`src/design/vrem_pkg.sv`:
```
// ============================================================================
// vrem_pkg: shared definitions for the vertical-retrace edge rate meter
// Field widths, register indexes, reset values and the divider status type.
// ============================================================================
package vrem_pkg;

    localparam int TICK_W  = 16;
    localparam int CNT_W   = 24;
    localparam int RATE_W  = 16;
    localparam int CFG_W   = 24;
    localparam int CIDX_W  = 3;

    // Divider geometry: dividend holds ticks * 1000 or edges * 10000, divisor holds tick rate or ms.
    localparam int DIVD_W  = 38;
    localparam int DVSR_W  = 26;
    localparam int STEP_W  = $clog2(DIVD_W);

    localparam logic [CIDX_W-1:0] CFG_WINDOW_TICKS = 3'd0;
    localparam logic [CIDX_W-1:0] CFG_TICK_RATE_HZ = 3'd1;
    localparam logic [CIDX_W-1:0] CFG_SAMPLE_CAP   = 3'd2;
    localparam logic [CIDX_W-1:0] CFG_MIN_RATE_X10 = 3'd3;
    localparam logic [CIDX_W-1:0] CFG_MAX_RATE_X10 = 3'd4;

    localparam logic [TICK_W-1:0] WINDOW_TICKS_RST = 16'd63;
    localparam logic [TICK_W-1:0] TICK_RATE_RST    = 16'd250;
    localparam logic [CNT_W-1:0]  SAMPLE_CAP_RST   = 24'd2000000;
    localparam logic [RATE_W-1:0] MIN_RATE_RST     = 16'd400;
    localparam logic [RATE_W-1:0] MAX_RATE_RST     = 16'd2000;

    typedef struct packed {
        logic busy;
        logic done;
    } div_stat_t;

endpackage

```
`src/design/vrem_if.sv`:
```
// ============================================================================
// vrem_if: valid/ready channels of the edge rate meter
// One interface for retrace samples and one for window results.
// ============================================================================
interface vrem_samp_if;
    logic valid;
    logic ready;
    logic start_req;
    logic retrace;
    logic tick;

    modport source (output valid, output start_req, output retrace, output tick,
                    input ready);
    modport sink   (input valid, input start_req, input retrace, input tick,
                    output ready);
endinterface

interface vrem_res_if;
    logic        valid;
    logic        ready;
    logic [15:0] rate_x10;
    logic [23:0] samples_seen;
    logic [23:0] edges_seen;

    modport source (output valid, output rate_x10, output samples_seen,
                    output edges_seen, input ready);
    modport sink   (input valid, input rate_x10, input samples_seen,
                    input edges_seen, output ready);
endinterface

```
`src/design/vrem_div.sv`:
```
// ============================================================================
// vrem_div: bit-serial restoring divider
// Produces one quotient bit per cycle; a start pulse loads new operands.
// ============================================================================
module vrem_div
(
    input  logic                          clk,
    input  logic                          rst_n,
    input  logic                          start,
    input  logic [vrem_pkg::DIVD_W-1:0]   dividend,
    input  logic [vrem_pkg::DVSR_W-1:0]   divisor,
    output vrem_pkg::div_stat_t           stat,
    output logic [vrem_pkg::DIVD_W-1:0]   quotient
);
    import vrem_pkg::*;

    logic              busy_reg;
    logic              done_reg;
    logic [STEP_W-1:0] step_reg;
    logic [DIVD_W-1:0] quo_reg;
    logic [DVSR_W-1:0] rem_reg;
    logic [DVSR_W-1:0] dvsr_reg;

    logic [DVSR_W:0]   trial;
    logic              fits;

    // Shift the next dividend bit into the partial remainder and try the divisor.
    assign trial = {rem_reg, quo_reg[DIVD_W-1]};
    assign fits  = (trial >= {1'b0, dvsr_reg});

    always_ff @(posedge clk or negedge rst_n)
    begin
        if (!rst_n)
        begin
            busy_reg <= 1'b0;
            done_reg <= 1'b0;
            step_reg <= '0;
        end
        else if (start)
        begin
            busy_reg <= 1'b1;
            done_reg <= 1'b0;
            step_reg <= '0;
        end
        else if (busy_reg)
        begin
            step_reg <= step_reg + 1'b1;
            if (step_reg == STEP_W'(DIVD_W - 1))
            begin
                busy_reg <= 1'b0;
                done_reg <= 1'b1;
            end
        end
        else
        begin
            done_reg <= 1'b0;
        end
    end

    always_ff @(posedge clk)
    begin
        if (start)
        begin
            quo_reg  <= dividend;
            rem_reg  <= '0;
            dvsr_reg <= divisor;
        end
        else if (busy_reg)
        begin
            quo_reg <= {quo_reg[DIVD_W-2:0], fits};
            rem_reg <= fits ? DVSR_W'(trial - {1'b0, dvsr_reg}) : trial[DVSR_W-1:0];
        end
    end

    assign stat.busy = busy_reg;
    assign stat.done = done_reg;
    assign quotient  = quo_reg;

endmodule

```
`src/design/vretrace_edge_rate_meter_unit.sv`:
```
// ============================================================================
// vretrace_edge_rate_meter_unit: vertical-retrace edge rate meter
// Counts retrace samples, rising edges and timer ticks in a gated window and
// reports the edge rate in tenths of hertz when the window closes.
// ============================================================================
//
//  Channel | Direction | Handshake      | Payload
//  --------+-----------+----------------+-----------------------------------------
//  samp    | in        | valid / ready  | start_req, retrace, tick
//  res     | out       | valid / ready  | rate_x10, samples_seen, edges_seen
//  cfg     | in        | cfg_we only    | cfg_index, cfg_data (write only)
//
//  samp.ready is high whenever the sequencer is in ST_RUN, so samples stream at
//  one per cycle until a window closes. A sample that closes the window starts up
//  to two passes of the bit-serial divider (38 quotient bits each, one per cycle).
//  With the sequencer steps around them, samp.ready stays low after the closing
//  transaction until the result is loaded into res, shorter when a divisor is zero,
//  and longer while the previous result still waits in res.
//  Reset restores the register defaults and leaves no window open. A stall on
//  res does not block sampling until the next window closes.
//
module vretrace_edge_rate_meter_unit
(
    input  logic                          clk,
    input  logic                          rst_n,
    vrem_samp_if.sink                     samp,
    vrem_res_if.source                    res,
    input  logic                          cfg_we,
    input  logic [vrem_pkg::CIDX_W-1:0]   cfg_index,
    input  logic [vrem_pkg::CFG_W-1:0]    cfg_data
);
    import vrem_pkg::*;

    // Sequencer codes.
    localparam logic [2:0] ST_RUN  = 3'd0;   // counting samples
    localparam logic [2:0] ST_MS   = 3'd1;   // start ticks*1000 / tick_rate
    localparam logic [2:0] ST_MS_W = 3'd2;   // wait for ms quotient
    localparam logic [2:0] ST_RT   = 3'd3;   // start edges*10000 / ms
    localparam logic [2:0] ST_RT_W = 3'd4;   // wait for rate quotient
    localparam logic [2:0] ST_OUT  = 3'd5;   // hand the result to the output register

    // Configuration registers.
    logic [TICK_W-1:0] window_ticks_reg;
    logic [TICK_W-1:0] tick_rate_reg;
    logic [CNT_W-1:0]  sample_cap_reg;
    logic [RATE_W-1:0] min_rate_reg;
    logic [RATE_W-1:0] max_rate_reg;

    // Window state.
    logic [2:0]        state_reg;
    logic              active_reg;
    logic              prev_bit_reg;
    logic [CNT_W-1:0]  sample_count_reg;
    logic [CNT_W-1:0]  edge_count_reg;
    logic [TICK_W-1:0] elapsed_reg;
    logic [DVSR_W-1:0] ms_reg;
    logic [RATE_W-1:0] rate_reg;

    // Output register.
    logic              res_valid_reg;
    logic [RATE_W-1:0] res_rate_reg;
    logic [CNT_W-1:0]  res_samples_reg;
    logic [CNT_W-1:0]  res_edges_reg;

    logic              samp_fire;
    logic              res_load;
    logic [TICK_W-1:0] elapsed_next;
    logic [CNT_W-1:0]  sample_next;
    logic [CNT_W-1:0]  edge_next;
    logic              window_over;
    logic              cap_over;

    logic              div_start;
    logic [DIVD_W-1:0] div_dividend;
    logic [DVSR_W-1:0] div_divisor;
    div_stat_t         div_stat;
    logic [DIVD_W-1:0] div_quotient;
    logic [DIVD_W-1:0] ticks_x1000;
    logic [DIVD_W-1:0] edges_x10000;
    logic [DIVD_W-1:0] elapsed_ext;
    logic [DIVD_W-1:0] edges_ext;
    logic              rate_ok;

    assign samp.ready = (state_reg == ST_RUN);
    assign samp_fire  = samp.valid && samp.ready;

    // Saturating counters. The tick is added first and decides the close;
    // the sample and edge counts only move when the window stays open.
    assign elapsed_next = (samp.tick && (elapsed_reg != {TICK_W{1'b1}}))
                          ? elapsed_reg + 1'b1 : elapsed_reg;
    assign sample_next  = (sample_count_reg != {CNT_W{1'b1}})
                          ? sample_count_reg + 1'b1 : sample_count_reg;
    assign edge_next    = (samp.retrace && !prev_bit_reg && (edge_count_reg != {CNT_W{1'b1}}))
                          ? edge_count_reg + 1'b1 : edge_count_reg;
    assign window_over  = (elapsed_next >= window_ticks_reg);
    assign cap_over     = (sample_next >= sample_cap_reg);

    // Constant multiplies as shift-and-add: 1000 = 1024 - 16 - 8 and
    // 10000 = 8192 + 1024 + 512 + 256 + 16.
    assign elapsed_ext  = DIVD_W'(elapsed_reg);
    assign edges_ext    = DIVD_W'(edge_count_reg);
    assign ticks_x1000  = (elapsed_ext << 10) - (elapsed_ext << 4) - (elapsed_ext << 3);
    assign edges_x10000 = (edges_ext << 13) + (edges_ext << 10) + (edges_ext << 9)
                        + (edges_ext << 8) + (edges_ext << 4);

    // The divider is shared by both passes. A zero divisor never starts it:
    // a zero tick rate or a zero ms both end in a rate of 0.
    assign div_start    = ((state_reg == ST_MS) && (tick_rate_reg != '0))
                       || ((state_reg == ST_RT) && (ms_reg != '0));
    assign div_dividend = (state_reg == ST_MS) ? ticks_x1000 : edges_x10000;
    assign div_divisor  = (state_reg == ST_MS) ? DVSR_W'(tick_rate_reg) : ms_reg;

    vrem_div u_div
    (
        .clk      (clk),
        .rst_n    (rst_n),
        .start    (div_start),
        .dividend (div_dividend),
        .divisor  (div_divisor),
        .stat     (div_stat),
        .quotient (div_quotient)
    );

    // The rate is accepted only inside [min, max]; anything wider than the
    // output field is above max by construction.
    assign rate_ok = (div_quotient[DIVD_W-1:RATE_W] == '0)
                  && (div_quotient[RATE_W-1:0] >= min_rate_reg)
                  && (div_quotient[RATE_W-1:0] <= max_rate_reg);

    assign res_load = (state_reg == ST_OUT) && (!res_valid_reg || res.ready);

    // Configuration writes.
    always_ff @(posedge clk or negedge rst_n)
    begin
        if (!rst_n)
        begin
            window_ticks_reg <= WINDOW_TICKS_RST;
            tick_rate_reg    <= TICK_RATE_RST;
            sample_cap_reg   <= SAMPLE_CAP_RST;
            min_rate_reg     <= MIN_RATE_RST;
            max_rate_reg     <= MAX_RATE_RST;
        end
        else if (cfg_we)
        begin
            case (cfg_index)
                CFG_WINDOW_TICKS: window_ticks_reg <= cfg_data[TICK_W-1:0];
                CFG_TICK_RATE_HZ: tick_rate_reg    <= cfg_data[TICK_W-1:0];
                CFG_SAMPLE_CAP:   sample_cap_reg   <= cfg_data[CNT_W-1:0];
                CFG_MIN_RATE_X10: min_rate_reg     <= cfg_data[RATE_W-1:0];
                CFG_MAX_RATE_X10: max_rate_reg     <= cfg_data[RATE_W-1:0];
                default: ;
            endcase
        end
    end

    // Window counting and close sequencing.
    always_ff @(posedge clk or negedge rst_n)
    begin
        if (!rst_n)
        begin
            state_reg        <= ST_RUN;
            active_reg       <= 1'b0;
            prev_bit_reg     <= 1'b0;
            sample_count_reg <= '0;
            edge_count_reg   <= '0;
            elapsed_reg      <= '0;
            ms_reg           <= '0;
            rate_reg         <= '0;
        end
        else
        begin
            case (state_reg)
                ST_RUN:
                begin
                    if (samp_fire)
                    begin
                        if (samp.start_req)
                        begin
                            // A start always reopens the window, even mid-window.
                            active_reg       <= 1'b1;
                            prev_bit_reg     <= samp.retrace;
                            sample_count_reg <= '0;
                            edge_count_reg   <= '0;
                            elapsed_reg      <= '0;
                        end
                        else if (active_reg)
                        begin
                            elapsed_reg <= elapsed_next;
                            if (window_over)
                            begin
                                active_reg <= 1'b0;
                                state_reg  <= ST_MS;
                            end
                            else
                            begin
                                sample_count_reg <= sample_next;
                                edge_count_reg   <= edge_next;
                                prev_bit_reg     <= samp.retrace;
                                if (cap_over)
                                begin
                                    active_reg <= 1'b0;
                                    state_reg  <= ST_MS;
                                end
                            end
                        end
                    end
                end
                ST_MS:
                begin
                    if (tick_rate_reg == '0)
                    begin
                        ms_reg    <= '0;
                        state_reg <= ST_RT;
                    end
                    else
                    begin
                        state_reg <= ST_MS_W;
                    end
                end
                ST_MS_W:
                begin
                    if (div_stat.done)
                    begin
                        ms_reg    <= div_quotient[DVSR_W-1:0];
                        state_reg <= ST_RT;
                    end
                end
                ST_RT:
                begin
                    if (ms_reg == '0)
                    begin
                        rate_reg  <= '0;
                        state_reg <= ST_OUT;
                    end
                    else
                    begin
                        state_reg <= ST_RT_W;
                    end
                end
                ST_RT_W:
                begin
                    if (div_stat.done)
                    begin
                        rate_reg  <= rate_ok ? div_quotient[RATE_W-1:0] : '0;
                        state_reg <= ST_OUT;
                    end
                end
                ST_OUT:
                begin
                    if (res_load)
                    begin
                        state_reg <= ST_RUN;
                    end
                end
                default:
                begin
                    state_reg <= ST_RUN;
                end
            endcase
        end
    end

    // Output register: holds one result so counting can resume while it waits.
    always_ff @(posedge clk or negedge rst_n)
    begin
        if (!rst_n)
        begin
            res_valid_reg <= 1'b0;
        end
        else if (res_load)
        begin
            res_valid_reg <= 1'b1;
        end
        else if (res.ready)
        begin
            res_valid_reg <= 1'b0;
        end
    end

    always_ff @(posedge clk)
    begin
        if (res_load)
        begin
            res_rate_reg    <= rate_reg;
            res_samples_reg <= sample_count_reg;
            res_edges_reg   <= edge_count_reg;
        end
    end

    assign res.valid        = res_valid_reg;
    assign res.rate_x10     = res_rate_reg;
    assign res.samples_seen = res_samples_reg;
    assign res.edges_seen   = res_edges_reg;

endmodule

```
`src/flat_wrapper.sv`:
```
// flat-port wrapper written by rule: the top's interface ports become plain ports
module vretrace_edge_rate_meter_unit_flat import vrem_pkg::*;
  (clk, rst_n, cfg_we, cfg_index, cfg_data, samp_valid, samp_start_req, samp_retrace, samp_tick, samp_ready, res_valid, res_rate_x10, res_samples_seen, res_edges_seen, res_ready);
  vrem_samp_if samp_i ();
  vrem_res_if res_i ();
  input  logic clk;
  input  logic rst_n;
  input  logic cfg_we;
  input  logic [vrem_pkg::CIDX_W-1:0] cfg_index;
  input  logic [vrem_pkg::CFG_W-1:0] cfg_data;
  input wire logic [$bits(samp_i.valid)-1:0] samp_valid;
  input wire logic [$bits(samp_i.start_req)-1:0] samp_start_req;
  input wire logic [$bits(samp_i.retrace)-1:0] samp_retrace;
  input wire logic [$bits(samp_i.tick)-1:0] samp_tick;
  output wire logic [$bits(samp_i.ready)-1:0] samp_ready;
  output wire logic [$bits(res_i.valid)-1:0] res_valid;
  output wire logic [$bits(res_i.rate_x10)-1:0] res_rate_x10;
  output wire logic [$bits(res_i.samples_seen)-1:0] res_samples_seen;
  output wire logic [$bits(res_i.edges_seen)-1:0] res_edges_seen;
  input wire logic [$bits(res_i.ready)-1:0] res_ready;
  assign samp_i.valid = samp_valid;
  assign samp_i.start_req = samp_start_req;
  assign samp_i.retrace = samp_retrace;
  assign samp_i.tick = samp_tick;
  assign samp_ready = samp_i.ready;
  assign res_valid = res_i.valid;
  assign res_rate_x10 = res_i.rate_x10;
  assign res_samples_seen = res_i.samples_seen;
  assign res_edges_seen = res_i.edges_seen;
  assign res_i.ready = res_ready;
  vretrace_edge_rate_meter_unit u_core (.clk(clk), .rst_n(rst_n), .samp(samp_i), .res(res_i), .cfg_we(cfg_we), .cfg_index(cfg_index), .cfg_data(cfg_data));
endmodule
```
`config.mk`:
```
export PLATFORM = sky130hd
export DESIGN_NAME = vretrace_edge_rate_meter_unit_flat
export DESIGN_NICKNAME = d
export VERILOG_FILES = /design/src/design/vrem_pkg.sv /design/src/design/vrem_if.sv /design/src/design/vrem_div.sv /design/src/design/vretrace_edge_rate_meter_unit.sv /design/src/flat_wrapper.sv
export SDC_FILE = /design/constraint.sdc
export NUM_CORES = 1
export LEC_CHECK = 0
export CAP_MARGIN = 40
export CORE_UTILIZATION = 25
export DETAILED_ROUTE_END_ITERATION = 7
export DONT_BUFFER_PORTS = 1
export SETUP_SLACK_MARGIN = 0.4
export SYNTH_ARGS = -nofsm -noshare
export SYNTH_HDL_FRONTEND = slang
export SYNTH_SLANG_ARGS = --single-unit
```
`constraint.sdc`:
```
create_clock -name clk -period 6.35 [get_ports clk]
set_input_delay 1.27 -clock clk [delete_from_list [all_inputs] [get_ports clk]]
set_output_delay 1.27 -clock clk [all_outputs]
set_load 0.05 [all_outputs]
```
Word-level counts from Yosys, hierarchy flattened
Cells that the tools add are included.
{"block": "word_totals", "reg_bits": 362, "latch_bits": 0, "mem_count": 0, "mem_bits_ro": 0, "mem_bits_rw": 0}
{"block": "op_classes", "add_sub_neg": 11, "n_bitwise": 0, "shift": 0, "mux": 51, "reduce_logical": 38, "eq_ne": 24, "n_div": 0, "mul": 0, "order_cmp": 5}
{"op": "$mux 24", "count": 8}
{"op": "$mux 38", "count": 3}
{"op": "$mux 16", "count": 7}
{"op": "$mux 26", "count": 3}
{"op": "$pmux 26 s2", "count": 1}
{"op": "$add 24x1->24 const B", "count": 2}
{"op": "$ne 24x24->1 const B", "count": 2}
{"op": "$add 37x34->38", "count": 1}
{"op": "$add 38x28->38", "count": 1}
{"op": "$add 38x32->38", "count": 1}
{"op": "$add 38x33->38", "count": 1}
{"op": "$sub 38x19->38", "count": 1}
{"op": "$ge 16x16->1", "count": 2}
{"op": "$pmux 16 s2", "count": 1}
{"op": "$ge 27x26->1", "count": 1}
{"op": "$sub 26x20->27", "count": 1}
{"op": "$logic_not 26->1", "count": 1}
{"op": "$reduce_bool 26->1", "count": 1}
{"op": "$sub 26x26->26", "count": 1}
{"op": "$ge 24x24->1", "count": 1}
{"op": "$mux 3", "count": 8}
{"op": "$logic_not 22->1", "count": 1}
{"op": "$pmux 3 s6", "count": 1}
{"op": "$mux 1", "count": 17}
{"op": "other kinds (25)", "count": 62}

Logic depth before layout (Yosys ltp)
Gate-level depths: netlist of run 1.
{"block": "logic_depth", "word_depth": 9, "mapped_depth": 21, "depth_no_buf": 18}

By module
From an unflattened synthesis of run 1, not the netlist that was laid out.
{"block": "unflattened", "hier_cells": 2358, "hier_area_um2": 23432.5}
{"mod": "vretrace_edge_rate_meter_unit", "cells_per_inst": 1856, "instances": 1, "area_each_um2": 17948.5}
{"mod": "vrem_div", "cells_per_inst": 502, "instances": 1, "area_each_um2": 5484.0}

Worst setup path before layout of run 1
OpenSTA, ideal clock, no wires.
{"block": "synth_timing", "kind": "in2reg", "start": "input port samp_tick", "end": "register u_core.edge_count_reg[19]", "required_ps": 6218, "path_stages": 18, "slack_ps": 1637, "t_arrival_ps": 4581, "setup_ps": 132, "path_cell_list": "o41a_1 > buf_2 > nand4_1 > nor4_1 > nor4b_1 > xnor2_1 > ha_1 > nand4_1 > nor2_1 > a21oi_1 > o211ai_1 > a21oi_1 > clkbuf_1 > o2111ai_1 > clkbuf_1 > nor4_1 > xnor2_1 > nor2_1"}
{"block": "synth_via", "elab_chain_cells": 5}
{"item": "start, declared", "line": "flat_wrapper.sv:14", "rtl": "input wire logic [$bits(samp_i.tick)-1:0] samp_tick;"}
{"item": "$logic_and 1x1->1", "line": "vretrace_edge_rate_meter_unit.sv:89", "rtl": "assign elapsed_next = (samp.tick && (elapsed_reg != {TICK_W{1'b1}}))"}
{"item": "$mux 16", "line": "vretrace_edge_rate_meter_unit.sv:90", "rtl": "? elapsed_reg + 1'b1 : elapsed_reg;"}
{"item": "$ge 16x16->1", "line": "vretrace_edge_rate_meter_unit.sv:95", "rtl": "assign window_over = (elapsed_next >= window_ticks_reg);"}
{"item": "$ne 2x2->1 (no line)"}
{"item": "$reduce_and 5->1 (no line)"}
{"item": "end signal, assigned", "line": "vretrace_edge_rate_meter_unit.sv:197", "rtl": "edge_count_reg <= edge_next;"}
{"item": "end, declared", "line": "vretrace_edge_rate_meter_unit.sv:54", "rtl": "logic [CNT_W-1:0] edge_count_reg;"}
No other way between the ends.
A chain may end at the register's enable or synchronous reset.

Final worst setup path of run 1
{"block": "layout_timing", "start": "register u_core.edge_count_reg[7]", "end": "register u_core.u_div.quo_reg[36] (netlist: u_core.u_div.quotient[36]) (data pin)"}
{"block": "layout_via", "elab_chain_cells": 6}
{"item": "$add 37x34->38", "line": "vretrace_edge_rate_meter_unit.sv:103", "rtl": "assign edges_x10000 = (edges_ext << 13) + (edges_ext << 10) + (edges_ext << 9)"}
{"item": "$add 38x33->38", "line": "vretrace_edge_rate_meter_unit.sv:103"}
{"item": "$add 38x32->38", "line": "vretrace_edge_rate_meter_unit.sv:104", "rtl": "+ (edges_ext << 8) + (edges_ext << 4);"}
{"item": "$add 38x28->38 (*)", "line": "vretrace_edge_rate_meter_unit.sv:104"}
{"item": "$mux 38 (*)", "line": "vretrace_edge_rate_meter_unit.sv:110", "rtl": "assign div_dividend = (state_reg == ST_MS) ? ticks_x1000 : edges_x10000;"}
{"item": "$mux 38 (*)", "line": "vrem_div.sv:62", "rtl": "if (start)"}
{"item": "end signal, assigned", "line": "vrem_div.sv:64", "rtl": "quo_reg <= dividend;"}
{"item": "end signal, assigned", "line": "vrem_div.sv:70", "rtl": "quo_reg <= {quo_reg[DIVD_W-2:0], fits};"}
{"item": "end, declared", "line": "vrem_div.sv:20", "rtl": "logic [DIVD_W-1:0] quo_reg;"}
Mark *: on every way between the ends. The rest lies on a longest branch, timed or not.

==> metrics.yaml, run 1 <==
run_status:
  status: "complete, no violations"
floorplanning:
  start_util: 0.2537
  die_x_um: 305.2
  num_io_pins: 101
  die_area_um2: 93130
  die_y_um: 305.2
  core-area_um2: 90560
  std_cell_rows: 110
routing:
  viasPerCell: 4.711
  routedWlPerCell_um: 16.75
  drt-pass1-iter-count: 5
  drc: 0
  num_vias: 16833
  drt-initial-drc-count: 1047
  antenna_left: 0
  wirelength_um: 59840
sta:
  setup_violations: 0
  drv_slew: 0
  skew_ns: 0.01950
  post-route-min-period_ns: 5.206
  fmaxAchievable_mhz: 192.1
  worstMarginPinSlew_ns: 0.8199
  rsz0062_at_grt: "no"
  hold_violations: 0
  worst_slack_ns: 1.144
  tns_ns: 0
  fin_crit_sh: 0.8198
  maxSlewHeadroom: 0.4519
clock_network:
  clock_latency_ns: 0.58
  postCtsSetupBuffers: 0
  tritoncts: "done"
  htree_levels: 2
  clockBufferDepth: 3
  cts.sinks: 362
  cts_resized: 0
  cts_root_buf: "clkbuf_16"
  clk_pin_slew_ns: 0.06
  cts_buffers: 42
  cts_hold_buf: 0
yosys:
  synth-main-ff-cell: "dfrtp_1"
  synth_cell_types: 83
  seq_area_frac_synth: 0.4180
  avgSynthCellArea_um2: 9.654
  yosys.area.top_type: "dfrtp_1"
  netlist_area_um2: 22980
  syn_nets: 2653
  synth_most_common_cell: "inv_1"
  synth_seq_cells: 362
  netlist_instances: 2380
  ys_warn_count: 0
  synth-async-reset-ratio: 0.5746
  yosysTopAreaCellShare: 0.1960
  yosys-top-cells-count: "inv_1, nand2_1, dfrtp_1"
  synth_edf_count: 128
  synth_area_leaders: "dfrtp_1, edfxtp_1, ha_1"
critical_path:
  crit_arrival_ns: 5.50
  critPathLaunchType: "flip-flop"
  worstPathBufferInverterCount: 4
  crit_family: "adder cells"
  crit_fanout: 8
  crit_path_top_delay_cell: "fa_1"
  crit_top_cell: "inv_1"
  path_cells: "inv_1 > fa_1 > inv_1 > fa_1 > inv_1 > fa_1 > inv_1 > ha_1 > and3_1 > a221oi_1 > o2111a_1 > o31ai_1 > o41ai_1 > o21ai_0 > a21oi_1 > xnor2_1 > a21oi_1 > a21oi_1"
  cp-end-kind: "flip-flop"
  cpPeakStageDelay_ns: 0.55
  critPathRequiredTime_ns: 6.65
  setup.worst_path.class: "reg2reg"
layout:
  multi_input_area_um2: 12120
  area_growth_pct: 12.34
  largest_register_ff_count: 38
  fill_cells: 9448
  drive_above_1_share: 0.08518
  register_area_um2: 9604
  nets: 2635
placed_design:
  gp_congestion: 0.8714
  place_ws_ns: 1.093
  hpwl_um: 43910
  portBuffers: 0
job:
  max_cap_viol_count: 0
global_route:
  grtUsageTotal: 0.1273
  antenna_found_initial: 2
  grt_pass1_vias: 16296
  grt_max_degree: 209
  grt-ovfl-total: 0
  grt_pass1_wl_um: 94140
power:
  power.leakage_nw: 11.25
  power_density_nw_per_um2: 449.9
  vdd_ir_drop_max_v: 0.0003241
min_path:
  hold_path.class: "in2async"
-- path summary, 6_finish.rpt --
check	from	endpoint	slack, ns	cells past startpoint
setup / recovery	u_core.edge_count_reg[7]	u_core.u_div.quotient[36]	1.14	18
hold / removal	rst_n	u_core.edge_count_reg[0]	0.42	0
setup reg to reg	u_core.edge_count_reg[7]	u_core.u_div.quotient[36]	1.14	18
hold reg to reg	u_core.rate_reg[0]	u_core.res.rate_x10[0]	0.46	0
max in group asynchronous	rst_n	u_core.u_div.step_reg[4]	5.29	0
min in group clk	u_core.rate_reg[0]	u_core.res.rate_x10[0]	0.46	0
-- cell usage in the layout, fill, tap and decap left out, types with 63 or more instances in the layout --
cell type	instances
edfxtp_1	128
ha_1	175
nand2_1	228
nor2_1	162
fa_1	63
o21ai_0	173
xnor2_1	88
inv_1	253
a21oi_1	139
dfrtp_1	180
-- worst register-to-register path: stages, from the launching register on --
cell and delay, ns:
dfrtp_1 0.53, inv_1 0.21, fa_1 0.55, inv_1 0.06, fa_1 0.50, inv_1 0.05, fa_1 0.49, inv_1 0.04
ha_1 0.34, and3_1 0.21, a221oi_1 0.35, o2111a_1 0.28, o31ai_1 0.12, o41ai_1 0.48, o21ai_0 0.19, a21oi_1 0.20
xnor2_1 0.09, a21oi_1 0.16, a21oi_1 0.09
-- layout make-up --
class                           count  share of cell area
Timing Repair Buffer               25            0.007950
Clock inverter                     21            0.009937
Antenna cell                        2           0.0001939
Tap cell                         1176             0.05700
Inverter                          258             0.03752
Sequential cell                   362              0.3721
Clock buffer                       56             0.04595
Multi-Input combinational cell   1673              0.4694
-- cell families (layout without fill, tap and decap cells) --
| family | Yosys count | count (layout) | share of synthesized area |
|---|---|---|---|
| mux | 42 | 42 | 0.02037 |
| simple gates | 682 | 682 | 0.1409 |
| fa+ha+maj | 239 | 239 | 0.1506 |
| other cells | 0 | 2 | 0 |
| xor+xnor | 134 | 134 | 0.05108 |
| buf+inv | 345 | 360 | 0.05712 |
| compound gates | 576 | 576 | 0.1619 |
| flops | 362 | 362 | 0.4180 |
-- report_power, final --
| group | total (mW) | leakage, nW | switching (mW) | internal, mW |
|---|---|---|---|---|
| sequential | 3.60 | 4.13 | 0.573 | 3.03 |
| clock | 2.53 | 0.710 | 1.00 | 1.52 |
| combinational | 5.49 | 6.41 | 3.20 | 2.29 |
-- per-layer routing --
metal,GRT usage,share of wire,up-vias
met3,0.02156,0.047,81
met2,0.2129,0.48,342
met1,0.1670,0.45,8088
met4,0.03973,0.023,0
li1,-,-,8322
met5,0,0,-
-- per-stage QoR --
stage	utilization	cell area (µm²)	hold WS [ns]	instances	total power, mW
final	0.2850	25810	0.4207	3573	11.61
after global routing	0.2850	25810	0.3922	3573	12.53
after CTS	0.2850	25810	0.3752	3571	11.69
after detailed placement	0.2690	24360	0.4457	3494	9.103
after global placement	0.2686	24320	0.4446	3491	9.053
after floorplan	-	22980	0.4196	2380	7.754
(Power assumes the default switching activity.)
==> inputs of run 2 (changes only) <==
clock period = 4.6 ns   (was 6.35 ns; I/O delays follow)
==> metrics.yaml, run 2 (synthesis results as in run 1) <==
global_route:
  grt-ovfl-total: 0  # unchanged
  grt_max_degree: 209  # unchanged
  grtUsageTotal: 0.1312  # +0.003905
  antenna_found_initial: 3  # +1
  grt_pass1_vias: 17035  # +4.5%
  grt_pass1_wl_um: 97790  # +3.9%
floorplanning:
  std_cell_rows: 110  # unchanged
  die_x_um: 305.2  # unchanged
  start_util: 0.2537  # unchanged
  num_io_pins: 101  # unchanged
  die_area_um2: 93130  # unchanged
  die_y_um: 305.2  # unchanged
  core-area_um2: 90560  # unchanged
power:
  total_power_mw: 16.49  # +42%
  power_density_nw_per_um2: 599.2  # +33%
  vdd_ir_drop_max_v: 0.0003592  # +11%
  power.leakage_nw: 12.08  # +7.3%
routing:
  wirelength_um: 62450  # +4.4%
  antenna_left: 0  # unchanged
  drc: 0  # unchanged
  drt-initial-drc-count: 1113  # +6.3%
  num_vias: 17541  # +4.2%
  routedWlPerCell_um: 16.91  # +0.94%
  viasPerCell: 4.749  # +0.79%
  drt-pass1-iter-count: 5  # unchanged
clock_network:
  clk_pin_slew_ns: 0.06  # about the same
  cts_buffers: 41  # -2.4%
  cts_root_buf: "clkbuf_16"
  clockBufferDepth: 3  # unchanged
  htree_levels: 2  # unchanged
  clock_latency_ns: 0.60  # +0.02 ns
  cts.sinks: 362  # unchanged
  tritoncts: "done"
critical_path:
  critPathRequiredTime_ns: 4.94  # -1.71 ns
  critPathLaunchType: "flip-flop"
  crit_family: "adder cells"
  cp-end-kind: "flip-flop"
  worstPathBufferInverterCount: 2  # -2
  cpPeakStageDelay_ns: 0.54  # about the same
  worst-r2r-cell-count: 16  # -2
  crit_path_top_delay_cell: "fa_1"
  r2r_end: "u_core.u_div.quotient[34]"
  crit_fanout: 4  # -4
  crit_arrival_ns: 4.72  # -0.78 ns
  startpoint: "u_core.edge_count_reg[0]"
  crit_top_cell: "fa_1"
  rrSetupSlack_ns: 0.22  # -0.93 ns
  timing.rr.start: "u_core.edge_count_reg[0]"
  path_cells: "inv_1 > fa_1 > inv_1 > fa_1 > fa_1 > ha_1 > o21a_1 > a21oi_2 > o2111a_2 > o31ai_4 > o41ai_4 > o21ai_1 > a21oi_1 > xor2_1 > nor2_1 > o22a_1"
  setup.worst_path.class: "reg2reg"
layout:
  design_area_um2: 27520  # +6.6%
  drive_above_1_share: 0.1759  # +0.09076
  insertedDiodeCount: 0  # -2
  layout_common_cells: "inv_1, nand2_1, ha_1, dfrtp_1, nor2_1"
  fill_cells: 9329  # -1.3%
  instances_no_fill: 3694  # +3.4%
  nets: 2758  # +4.7%
  area_growth_pct: 19.78
  final_common_cell: "inv_1"
  largest_register_ff_count: 38  # unchanged
placed_design:
  place_ws_ns: -0.008773  # -1.102 ns
  hpwl_um: 45240  # +3.0%
  dp_cells: 3566  # +2.1%
  postPlaceCellArea_um2: 25150  # +3.2%
  portBuffers: 0  # unchanged
  gp_congestion: 0.8569  # -1.7%
sta:
  setup_violations: 0  # unchanged
  timing.hold.ws_ns: 0.08402  # -0.3366 ns
  rsz0062_at_grt: "yes"
  hold_violations: 0  # unchanged
  drv_slew: 0  # unchanged
  fmaxAchievable_mhz: 228.2  # +19%
  post-route-min-period_ns: 4.381  # -0.8243 ns
  skew_ns: 0.03498  # +0.01548 ns
  fin_crit_sh: 0.9525  # +0.1327
  worst_slack_ns: 0.2185  # -0.9257 ns
  worstMarginPinSlew_ns: 1.101  # +0.2815 ns
  maxSlewHeadroom: 0.2657  # -0.1861
run_status:
  status: "complete, no violations"
min_path:
  hold_path.class: "in2async"
job:
  max_cap_viol_count: 0  # unchanged
run 2: changes by cell type in the layout (fill, tap and decap cells not counted), moves of 11 or more:
cell,change
inv_2,+12
ha_4,+11
ha_1,-13
dfrtp_2,+18
o21ai_1,+13
buf_4,+110
dfrtp_1,-18
inv_1,-19
nor3_1,-12
o21ai_0,-16
run 2: how the worst max path moves through the flow:
stage	end	cells past startpoint
2_1_floorplan	u_core.u_div.quotient[34]	18
3_3_place_gp	u_core.u_div.quotient[37]	18
3_5_place_dp	u_core.u_div.quotient[37]	18
4_1_cts	u_core.u_div.quotient[34]	18
5_1_grt	u_core.u_div.quotient[33]	18
6_report	u_core.u_div.quotient[34]	16
run 2: timing repair:
action / CTS / global route
pin swaps: 26 / 43
setup buffers: 11 / 39
hold buffers: 0 / 0
endpoints found under the setup margin: 16 / 53
resized for setup: 33 / 77
gates cloned: 0 / 2
run 2: final cells by class:
| cell class | count | area, µm² | area share |
|---|---|---|---|
| repair buffers | 149 | 1265 | 0.04596 |
| inverters | 258 | 987.2 | 0.03587 |
| clock buffers | 51 | 1105 | 0.04014 |
| well taps | 1176 | 1471 | 0.05346 |
| clock inverters | 25 | 340.3 | 0.01237 |
| multi-input cells | 1673 | 12730 | 0.4624 |
| flip-flops and latches | 362 | 9627 | 0.3498 |
run 2: per-layer routing:
metal | vias to the layer above | part of all wire | GRT usage
met5 | - | 0.00021 | 0
met3 | 71 | 0.049 | 0.02288
met4 | 2 | 0.026 | 0.04242
met2 | 329 | 0.49 | 0.2240
li1 | 8588 | - | -
met1 | 8551 | 0.43 | 0.1673
run 2: power by group:
part	internal (mW)	leakage (nW)	total [mW]	switching, mW
clock network	2.07	0.685	3.52	1.45
logic	3.50	7.29	8.06	4.55
registers	4.18	4.10	4.91	0.728
run 2: per-stage QoR:
step | TNS (ns) | utilization
after floorplan | 0 | -
after global placement | 0 | 0.2770
after detailed placement | -0.008773 | 0.2778
after CTS | 0 | 0.2964
after global routing | 0 | 0.3039
final | 0 | 0.3039
